===== src/rtl/core/chrl_pkg.sv =====
// ----------------------------------------------------------------------------
// chrl_pkg
// Shared types and constants for the consistent-hash ring lookup block.
// ----------------------------------------------------------------------------
package chrl_pkg;

  localparam int RING_SIZE = 256;
  localparam int IDX_W     = $clog2(RING_SIZE);
  localparam int CNT_W     = $clog2(RING_SIZE + 1);
  localparam int GRP       = (RING_SIZE < 16) ? RING_SIZE : 16;
  localparam int NGRP      = (RING_SIZE + GRP - 1) / GRP;

  typedef enum logic [1:0] {
    KIND_CLEAR  = 2'd0,
    KIND_INSERT = 2'd1,
    KIND_LOOKUP = 2'd2,
    KIND_NONE   = 2'd3
  } kind_e;

  typedef enum logic [1:0] {
    ST_OK    = 2'd0,
    ST_EMPTY = 2'd1,
    ST_FULL  = 2'd2
  } status_e;

  typedef enum logic [2:0] {
    S_IDLE,
    S_SHIFT,
    S_GRP,
    S_FIN
  } state_e;

  typedef struct packed {
    logic [1:0]  kind;
    logic [31:0] hash_value;
    logic [7:0]  node_id;
  } in_item_t;

  typedef struct packed {
    logic [7:0] owner_node;
    logic [1:0] status;
  } out_item_t;

  typedef struct packed {
    kind_e       op;
    logic [31:0] hash;
    logic [7:0]  node;
  } cmd_t;

endpackage


===== src/rtl/core/chrl_front.sv =====
// ----------------------------------------------------------------------------
// chrl_front
// Accepts items, decodes the kind and queues commands for the back end.
// ----------------------------------------------------------------------------
module chrl_front (
  input  logic               clk_i,
  input  logic               rst_ni,
  input  logic               push,
  output logic               full,
  input  chrl_pkg::in_item_t in_data_i,
  output logic               cmd_valid_o,
  output chrl_pkg::cmd_t     cmd_o,
  input  logic               cmd_pop_i
);
  import chrl_pkg::*;

  cmd_t       mem_q [2];
  logic       wr_ptr_q, rd_ptr_q;
  logic [1:0] cnt_q;
  logic       wr_en, rd_en;
  cmd_t       cmd_new;

  assign full        = (cnt_q == 2'd2);
  assign cmd_valid_o = (cnt_q != 2'd0);
  assign wr_en       = push && !full;
  assign rd_en       = cmd_pop_i && cmd_valid_o;
  assign cmd_o       = mem_q[rd_ptr_q];

  always_comb begin
    cmd_new.op   = kind_e'(in_data_i.kind);
    cmd_new.hash = in_data_i.hash_value;
    cmd_new.node = in_data_i.node_id;
  end

  always_ff @(posedge clk_i) begin
    if (wr_en) begin
      mem_q[wr_ptr_q] <= cmd_new;
    end
  end

  always_ff @(posedge clk_i or negedge rst_ni) begin
    if (!rst_ni) begin
      wr_ptr_q <= 1'b0;
      rd_ptr_q <= 1'b0;
      cnt_q    <= 2'd0;
    end else begin
      if (wr_en) wr_ptr_q <= ~wr_ptr_q;
      if (rd_en) rd_ptr_q <= ~rd_ptr_q;
      case ({wr_en, rd_en})
        2'b10:   cnt_q <= cnt_q + 2'd1;
        2'b01:   cnt_q <= cnt_q - 2'd1;
        default: cnt_q <= cnt_q;
      endcase
    end
  end

endmodule


===== config.mk =====
export PLATFORM = sky130hd
export DESIGN_NAME = chrl_front
export DESIGN_NICKNAME = d
export VERILOG_FILES = /design/src/rtl/core/chrl_pkg.sv /design/src/rtl/core/chrl_front.sv
export SDC_FILE = /design/constraint.sdc
export NUM_CORES = 1
export LEC_CHECK = 0
export BUFFER_PORTS_ARGS = -buffer_cell sky130_fd_sc_hd__buf_2
export CORE_ASPECT_RATIO = 1.5
export CORE_MARGIN = 2
export CORE_UTILIZATION = 50
export DETAILED_ROUTE_END_ITERATION = 6
export PLACE_DENSITY = 0.82
export RECOVER_POWER = 50
export SETUP_SLACK_MARGIN = 0.05
export SYNTH_ARGS = -nofsm -noshare
export SYNTH_HDL_FRONTEND = slang
export SYNTH_SLANG_ARGS = --single-unit
export TNS_END_PERCENT = 50

===== constraint.sdc =====
create_clock -name clk_i -period 3.75 [get_ports clk_i]
set_input_delay 0.5625 -clock clk_i [delete_from_list [all_inputs] [get_ports clk_i]]
set_output_delay 0.5625 -clock clk_i [all_outputs]
set_load 0.03 [all_outputs]

---- Word level (Yosys, flattened, before mapping) ----
Memory sizes are Yosys's and may differ from the RTL's.
Index checks and enable logic that the tools add are counted.
word-level totals
  register bits after elaboration ......... 4
  latch bits .............................. 0
  bits in writable memories ............... 84
  bits in read-only memories .............. 0
  input bits .............................. 46
  output and inout port bits .............. 44
  word-level logic and storage cells ...... 19
  memories ................................ 1
operators by class
  add/subtract/negate cells ............... 2
  $mul .................................... 0
  div/mod/pow operators ................... 0
  $lt $le $gt $ge ......................... 0
  eq/ne operators ......................... 3
  shifts and indexed selects .............. 0
  muxes and demuxes ....................... 3
  bitwise logic cells ..................... 2
  reduce and logical (&&, ||, !) cells .... 5
memory list
  memory  depth  bits a word  read ports  clocked after memory_dff  write ports  line              RTL
  mem_q   2      42           1           0                         1            chrl_front.sv:17  cmd_t mem_q [2];
operator list
  operator                                              number
  equality test 2 bit (second input constant)           2
  one-hot mux 2 bit (2 select lines)                    1
  nonzero test 2 bit                                    2
  adder 2 x 1 -> 2 bit (second input constant)          1
  equality test 2 x 1 -> 1 bit (second input constant)  1
  logical AND 1 bit                                     2
  two-way mux 1 bit                                     2
  inverter 1 bit                                        2
  subtractor 2 x 1 -> 2 bit (second input constant)     1
  zero test 1 bit                                       1

---- Logic depth before layout (Yosys ltp) ----
Gate-level depths: netlist of the first run.
  depth after elaboration ................. 5
  mapped depth ............................ 6
  gate-level depth less buffers ........... 6

---- Least setup slack after synthesis of the first run ----
No wires, ideal clock.
  path kind ............................... input to register
  from .................................... input port push
  to ...................................... memory mem_q[0][0] (netlist name), enable pin
  setup time .............................. 0.441 ns
  arrival ................................. 2.424 ns
  required time ........................... 3.309 ns
  path slack .............................. 0.884 ns
  stages on the path ...................... 2
  buffers on the path ..................... 0
  cells stage by stage .................... nand2_1 -> nor2_1
between the ends
  longest elaborated chain between the ends .. 3
RTL lines
  what                                     line              RTL
  start: declaration                       chrl_front.sv:8   input logic push,
  logical AND 1 bit                        chrl_front.sv:25  assign wr_en = push && !full;
  two-way mux 1 bit                        chrl_front.sv:36  if (wr_en) begin
  two-way mux 1 bit (implied by the code)  chrl_front.sv:37  mem_q[wr_ptr_q] <= cmd_new;
  end: declaration                         chrl_front.sv:17
No other way between the ends.

==> results of run 1 <==
-- cells in the mapped netlist --
cell      instances
nand2b_1          1
and2_4            1
inv_1             1
edfxtp_1         84
mux2_2           40
dfrtp_1           4
mux2_1            2
ha_1              1
nor2_1            2
xnor2_1           3
and3_1            1
or2_1             1
nand2_1           1
buf_6             5
xor2_1            2
-- metrics by stage --
step | hold slack (ns) | std cells | cell area, µm²
CTS | 0.378 | 327 | 3940
global placement | 0.374 | 310 | 3750
finish | 0.395 | 327 | 3910
floorplan | 0.267 | 149 | 3250
global route | 0.377 | 327 | 3910
detailed placement | 0.381 | 310 | 3750
-- final timing paths --
kind / from / end / slack (ns) / depth (start not counted)
worst max-delay path: rd_ptr_q / cmd_o[11] / 1.24 / 2
worst min-delay path: in_data_i[21] / mem_q[1][21] / 0.40 / 1
worst max register to register: cnt_q[0] / mem_q[0][22] / 1.69 / 4
worst min register to register: cnt_q[1] / cnt_q[1] / 0.49 / 1
max in group asynchronous: rst_ni / rd_ptr_q / 2.94 / 2
min in group asynchronous: rst_ni / rd_ptr_q / 0.60 / 2
-- worst reg2reg max path: stages (launching register included) --
cell	delay, ns
dfrtp_1	0.41
nand2b_1	0.16
nand2_1	0.15
nor2_4	0.64
buf_4	0.39
-- power by group through the flow --
stage	registers [mW]	logic, mW	clock network, mW
finish	1.49	1.14	0.599
global route	1.53	1.21	0.653
CTS	1.50	1.17	0.616
detailed placement	1.53	1.16	0
global placement	1.51	1.15	0
floorplan	1.42	0.987	0
-- repair_timing --
action,4_1_cts,5_1_grt
setup buffers,0,0
hold endpoints to repair,3,0
hold buffers,1,0
-- per-layer routing --
metal  up-vias  part of all wire (%)  track usage, %
met5         -                     0               0
met4         0                   1.7            9.32
met3        10                   6.6            5.38
met2        54                    53            25.0
met1       780                    38            16.6
li1        774                     -               -
-- flip-flops by register name, summed over array words and instances (netlist names) --
| signal | count |
|---|---|
| cnt_q | 2 |
| mem_q | 84 |
| rd_ptr_q | 1 |
| wr_ptr_q | 1 |
-- logic make-up after synthesis --
kind of cell  after synthesis  share of synthesized area, %
buf+inv                     6                          1.85
xor+xnor                    5                          1.35
simple gates                7                          1.19
fa+ha+maj                   1                         0.385
mux                        42                          14.5
flops                      88                          80.7
-- layout make-up --
class / instances / area, µm² / area share (%)
clock inverters: 5 / 47.5 / 1.22
inverters: 1 / 3.75 / 0.0960
repair buffers: 91 / 433 / 11.1
multi-input cells: 55 / 574 / 14.7
clock buffers: 11 / 131 / 3.36
well taps: 76 / 95.1 / 2.43
flip-flops and latches: 88 / 2620 / 67.1
-- placed cells by master (no fill, tap or decap), drive strengths merged --
| cell | n |
|---|---|
| edfxtp | 84 |
| buf | 67 |
| mux2 | 42 |
| clkbuf | 34 |
| dfrtp | 4 |
| clkinv | 4 |
| xnor2 | 3 |
| xor2 | 2 |
| nor2 | 2 |
| or2 | 1 |
| and2 | 1 |
| nand2b | 1 |
| inv | 1 |
| and3 | 1 |
| nand2 | 1 |
| ha | 1 |
| bufinv | 1 |
| dlygate4sd3 | 1 |
==> metrics.yaml, run 1 <==
critical_path:
  start_kind: "register"
  arrival_ns: 1.95
  worst-path-max-fanout: 43
  crit_family: "flip-flops"
  path_buf_inv: 1
  worstPathRequired_ns: 3.19
  slowest_delay_ns: 0.99
  critPathSlowestCell: "dfrtp_2"
  timing_worst_setup_path_type: "register to output pin"
  worstPathCellList: "mux2_2 -> buf_2"
  end_kind: "output pin"
drt:
  first_iter_violations: 69
  viasPerCell: 4.95
  wl_mm: 5.15
  drtPass1Iterations: 4
  detail-route-antenna-nets: 0
  wire_per_inst_um: 15.7
  dr_total_vias: 1618
  post-route-drc-count: 0
power:
  leakage_nw: 1.43
  intPower_mw: 2.06
  irDropWorstVdd_mv: 0.520
  pwr-share-clk_pct: 18.5
  combPwrFrac_pct: 35.2
  switchingPower_mw: 1.17
  p_seq_share_pct: 46.2
  power.density_mw_per_mm2: 826
  power_mw: 3.23
  swShare_pct: 36.2
cts:
  root_buffer: "clkbuf_8"
  clock_latency_ns: 0.35
  clk_path_buf_depth: 2
  h-tree-depth: 3
  cts_resized: 0
  cts_tree: "done"
  clock-sinks: 88
  cts_made_buffers: 9
  path_clk_slew_ns: 0.08
global_route:
  grt_pass1_wl_mm: 7.86
  overflow: 0
  grt_max_degree: 44
  grt_pass1_vias: 1653
  antenna_found_initial: 0
  track_usage_pct: 15.0
timing:
  rsz0062_at_grt: "false"
  slew_viol_final: 0
  relSlewSlack_pct: 34.7
  min_period_ns: 2.51
  fin_crit_sh_pct: 67.0
  tightest_slew_ns: 0.980
  hold_viol_final: 0
  max_freq_ghz: 0.398
  setup_slack_ns: 1.24
  final.setup.tns_ns: 0
  finalSetupViolCount: 0
  skew_ns: 0.00810
synthesis:
  ys_seq_area_share_pct: 80.7
  ys_ff_latch: 88
  yosys-top-cells-area: "edfxtp_1, mux2_2, dfrtp_1"
  syn_area_per_cell_um2: 21.8
  syn-instance-count: 149
  ys_types: 15
  syn-cell-area_mm2: 0.00325
  yosysTopAreaCell: "edfxtp_1"
  yosysWarnings: 0
  synth_top_area_share_pct: 77.6
  synthesis.nets: 196
outcome:
  status: "finished, final reports clean"
layout:
  fillers: 509
  area_growth_pct: 20.2
  fin_nets: 293
  drive_gt1_share_pct: 48.2
  num_antenna_cells: 0
  final_util_pct: 61.1
floorplanning:
  io-pin-count: 90
  die_x_um: 69.8
  die-height_um: 103
  dieArea_mm2: 0.00718
  start_util_pct: 50.8
  row_count: 36
  coreArea_mm2: 0.00640
place:
  place.gp.congestion: 0.720
  post-place-ws_ns: 1.56
  port_buffers: 89
  hpwl_mm: 3.39
flow_run:
  drv_cap: 0
min_path:
  min_path_type: "primary input to register"
Note: power is estimated with default switching activity, not from simulation.
==> inputs of run 2 (changes only) <==
Clock period 3.75 ns to 2.5 ns, I/O delays scaled along.
==> run 2 against run 1 <==
Compared with the run above: via count increased by 0.19%; global-route usage down 0.23 points; final cell count is 0.92% higher; sequential power up 44%.
==> metrics.yaml, run 2 (same netlist as run 1, synthesis figures left out) <==
global_route:
  grt_pass1_wl_mm: 7.69
  overflow: 0
  grt_max_degree: 32
  antenna_found_initial: 0
  grt_pass1_vias: 1692
  track_usage_pct: 14.8
layout:
  final_area_mm2: 0.00395
  drive_gt1_share_pct: 51.2
  final_cell_mix: "edfxtp_1, buf_2, mux2_2, clkbuf_1, clkbuf_8"
  fin_nets: 297
  area_growth_pct: 21.6
  largest_reg_flops: 84
  top_register: "mem_q"
  reg_top3: "mem_q: 84 flops, cnt_q: 2 flops"
  layout_commonest_cell: "edfxtp_1"
  final_util_pct: 61.8
  num_antenna_cells: 0
place:
  post-place-ws_ns: 0.759
  hpwl_mm: 3.62
  place.gp.congestion: 0.734
  place_area_mm2: 0.00379
  port_buffers: 89
cts:
  clock_latency_ns: 0.33
  h-tree-depth: 3
  clk_path_buf_depth: 2
  root_buffer: "clkbuf_8"
  path_clk_slew_ns: 0.08
  cts_tree: "done"
  cts_made_buffers: 9
  post-cts-setup-buffers: 0
  clock-sinks: 88
critical_path:
  worst-path-max-fanout: 31
  timing_worst_setup_path_type: "register to output pin"
  slowest_delay_ns: 0.56
  path_buf_inv: 2
  reg2reg_slack_ns: 0.54
  r2r_end: "mem_q[1][29]"
  end_kind: "output pin"
  crit_family: "flip-flops"
  worstPathCellList: "buf_12 -> mux2_2 -> buf_2"
  start_kind: "register"
  arrival_ns: 1.71
  critPathSlowestCell: "dfrtp_2"
  reg2regPathDepth: 3
  worstPathRequired_ns: 2.12
  r2r_start: "cnt_q[0]"
  cp.depth: 3
timing:
  skew_ns: 0.00458
  slew_viol_final: 0
  final.setup.tns_ns: 0
  min_period_ns: 2.09
  finalSetupViolCount: 0
  fin_crit_sh_pct: 83.6
  setup_slack_ns: 0.411
  hold_viol_final: 0
  relSlewSlack_pct: 27.1
  max_freq_ghz: 0.479
  rsz0062_at_grt: "false"
  tightest_slew_ns: 1.09
power:
  leakage_nw: 1.46
  power.density_mw_per_mm2: 1240
  irDropWorstVdd_mv: 0.811
  power_mw: 4.90
drt:
  wl_mm: 5.22
  wire_per_inst_um: 15.8
  first_iter_violations: 92
  post-route-drc-count: 0
  detail-route-antenna-nets: 0
  dr_total_vias: 1621
  drtPass1Iterations: 4
  viasPerCell: 4.91
min_path:
  hold_depth: 1
  min_path_type: "primary input to register"
  hp-start: "in_data_i[22]"
  holdPathEnd: "mem_q[1][22]"
floorplanning:
  coreArea_mm2: 0.00640
  row_count: 36
  dieArea_mm2: 0.00718
  die_x_um: 69.8
  die-height_um: 103
  start_util_pct: 50.8
  io-pin-count: 90
outcome:
  status: "finished, final reports clean"
flow_run:
  drv_cap: 0
[run 2: report_power, final]
part           internal, mW  total, mW  switching [mW]  leakage, nW
clock network         0.448      0.882           0.434       0.0933
registers              2.02       2.15           0.130        0.826
logic                 0.670       1.86            1.19        0.543
[run 2: area by class of cell]
type                            count  area, µm²
Multi-Input combinational cell     55        577
Tap cell                           76       95.1
Sequential cell                    88       2620
Clock inverter                      5       48.8
Fill cell                         511       2440
Clock buffer                       10        128
Inverter                            1       3.75
Timing Repair Buffer               95        477
[run 2: how the worst max path moves through the flow]
stage,startpoint,to,slack (ns)
after floorplan,cnt_q[0],mem_q[0][0],0.36
after global placement,rd_ptr_q,cmd_o[28],0.76
after detailed placement,rd_ptr_q,cmd_o[28],0.76
after CTS,rd_ptr_q,cmd_o[28],0.36
after global routing,rd_ptr_q,cmd_o[18],0.31
final,rd_ptr_q,cmd_o[9],0.41
[run 2: through the flow]
step	instances	hold slack (ns)
2_1_floorplan	149	0.0794
3_3_place_gp	314	0.186
3_5_place_dp	314	0.189
5_1_grt	330	0.189
6_report	330	0.222
4_1_cts	330	0.194
[run 2: layer usage]
metal  vias to the layer above  GRT usage (%)  share of wire (%)  routed length [µm]
met5                         -              0                  0                   0
met4                         0           9.02                1.7                  91
met3                         8           4.50                3.8                 199
met2                        44           25.7                 58                3040
met1                       789           16.0                 36                1890
li1                        780              -                  -                   -
[run 2: repair_timing]
action	CTS	global route
hold buffers	1	0
resized for setup	0	0
hold endpoints to repair	4	0
[run 2: worst reg2reg max path, cell delays in order (launching register included)]
cell,delay (ns)
dfrtp_1,0.41
nand2b_1,0.17
and3_2,0.20
clkbuf_1,0.81
==> inputs of run 3 (changes only) <==
Clock period 2.5 ns to 2.2 ns, I/O delays scaled along.
==> run 3 against run 2 <==
Compared with the run above: worst hold slack lost 0.053 ns; clock power increased by 29%; sequential power rose by 12%; final area increased by 0.47%; combinational power up 15%; total power increased by 16%; critical path type unchanged; largest power group unchanged.
==> metrics.yaml, run 3 (same netlist as run 1, synthesis figures left out) <==
timing:
  min_period_ns: 1.92
  skew_ns: 0.00514
  setup_slack_ns: 0.283
  final.setup.tns_ns: 0
  hold_viol_final: 0
  rsz0062_at_grt: "false"
  fin_crit_sh_pct: 87.1
  finalSetupViolCount: 0
  tightest_slew_ns: 0.678
  slew_viol_final: 0
  hold_slack_ns: 0.169
  max_freq_ghz: 0.522
  relSlewSlack_pct: 54.8
layout:
  layout_commonest_cell: "edfxtp_1"
  num_antenna_cells: 0
  reg_top3: "mem_q: 84 flops, cnt_q: 2 flops"
  largest_reg_flops: 84
  fillers: 512
  final_util_pct: 62.1
  drive_gt1_share_pct: 49.6
  final_area_mm2: 0.00397
  top_register: "mem_q"
  area_growth_pct: 22.2
  fin_cells: 330
  final_cell_mix: "edfxtp_1, buf_2, mux2_2, clkbuf_1, clkbuf_8"
  fin_nets: 296
place:
  place_inst: 313
  place.gp.congestion: 0.670
  port_buffers: 89
  post-place-ws_ns: 0.613
  hpwl_mm: 3.38
  place_area_mm2: 0.00380
drt:
  viasPerCell: 4.93
  detail-route-antenna-nets: 0
  first_iter_violations: 96
  post-route-drc-count: 0
  wl_mm: 5.08
  dr_total_vias: 1627
  drtPass1Iterations: 6
  wire_per_inst_um: 15.4
cts:
  cts_made_buffers: 9
  clock_latency_ns: 0.34
  path_clk_slew_ns: 0.08
  clk_path_buf_depth: 2
  clock-sinks: 88
  cts_tree: "done"
  h-tree-depth: 3
  root_buffer: "clkbuf_8"
power:
  irDropWorstVdd_mv: 0.888
  leakage_nw: 1.46
  p_seq_share_pct: 42.2
  switchingPower_mw: 2.01
  intPower_mw: 3.68
  combPwrFrac_pct: 37.7
  swShare_pct: 35.3
  pwr-share-clk_pct: 20.1
  power.density_mw_per_mm2: 1430
  power_mw: 5.68
global_route:
  grt_max_degree: 43
  gr-usage-met2_pct: 24.7
  use_met1_pct: 16.6
  overflow: 0
  use_met3_pct: 6.06
  antenna_found_initial: 0
  track_usage_pct: 14.8
  grt_pass1_wl_mm: 7.73
  grt_pass1_vias: 1643
  busiest_layer: "met2"
critical_path:
  end_kind: "output pin"
  start_kind: "register"
  worst-path-max-fanout: 24
  worstPathRequired_ns: 1.87
  arrival_ns: 1.59
  timing_worst_setup_path_type: "register to output pin"
floorplanning:
  coreArea_mm2: 0.00640
  dieArea_mm2: 0.00718
  start_util_pct: 50.8
  die_x_um: 69.8
  die-height_um: 103
  io-pin-count: 90
  row_count: 36
flow_run:
  drv_cap: 0
min_path:
  min_path_type: "primary input to register"
outcome:
  status: "finished, final reports clean"
[run 3: path summary, 6_finish.rpt]
check | cells after the start | slack (ns) | start | end
setup reg to reg | 3 | 0.39 | cnt_q[0] | mem_q[1][8]
hold / removal | 1 | 0.17 | in_data_i[30] | mem_q[1][30]
min in group asynchronous | 2 | 0.35 | rst_ni | cnt_q[0]
hold reg to reg | 1 | 0.49 | cnt_q[1] | cnt_q[1]
max in group asynchronous | 2 | 1.64 | rst_ni | rd_ptr_q
setup / recovery | 3 | 0.28 | rd_ptr_q | cmd_o[6]
[run 3: power by group through the flow]
stage	clock network [mW]	registers, mW	logic (mW)
finish	1.14	2.40	2.14
global route	1.25	2.44	2.28
CTS	1.16	2.40	2.21
detailed placement	0	2.44	2.20
global placement	0	2.41	2.19
floorplan	0	2.41	1.69
[run 3: final cells by class]
type,instances,area (µm²),share of cell area [%]
clock inverter,4,68.8,1.73
multi-input combinational,55,573,14.4
timing repair buffer,94,472,11.9
clock buffer,12,135,3.40
tap,76,95.1,2.39
sequential,88,2620,66.1
inverter,1,3.75,0.0945
[run 3: metal layers]
metal,routed length (µm),vias up
met3,257,7
met4,80,0
met2,2840,47
li1,-,778
met1,1900,795
met5,0,-
[run 3: worst max-delay path, stage by stage (launching register included)]
cell and delay (ns):
dfrtp_2 0.36, buf_4 0.32, mux2_2 0.39, buf_2 0.18
[run 3: timing repair]
action | in CTS | in global routing
setup buffers | 0 | 0
gates resized for setup | 0 | 0
hold buffers | 1 | 0
hold endpoints to repair | 4 | 0
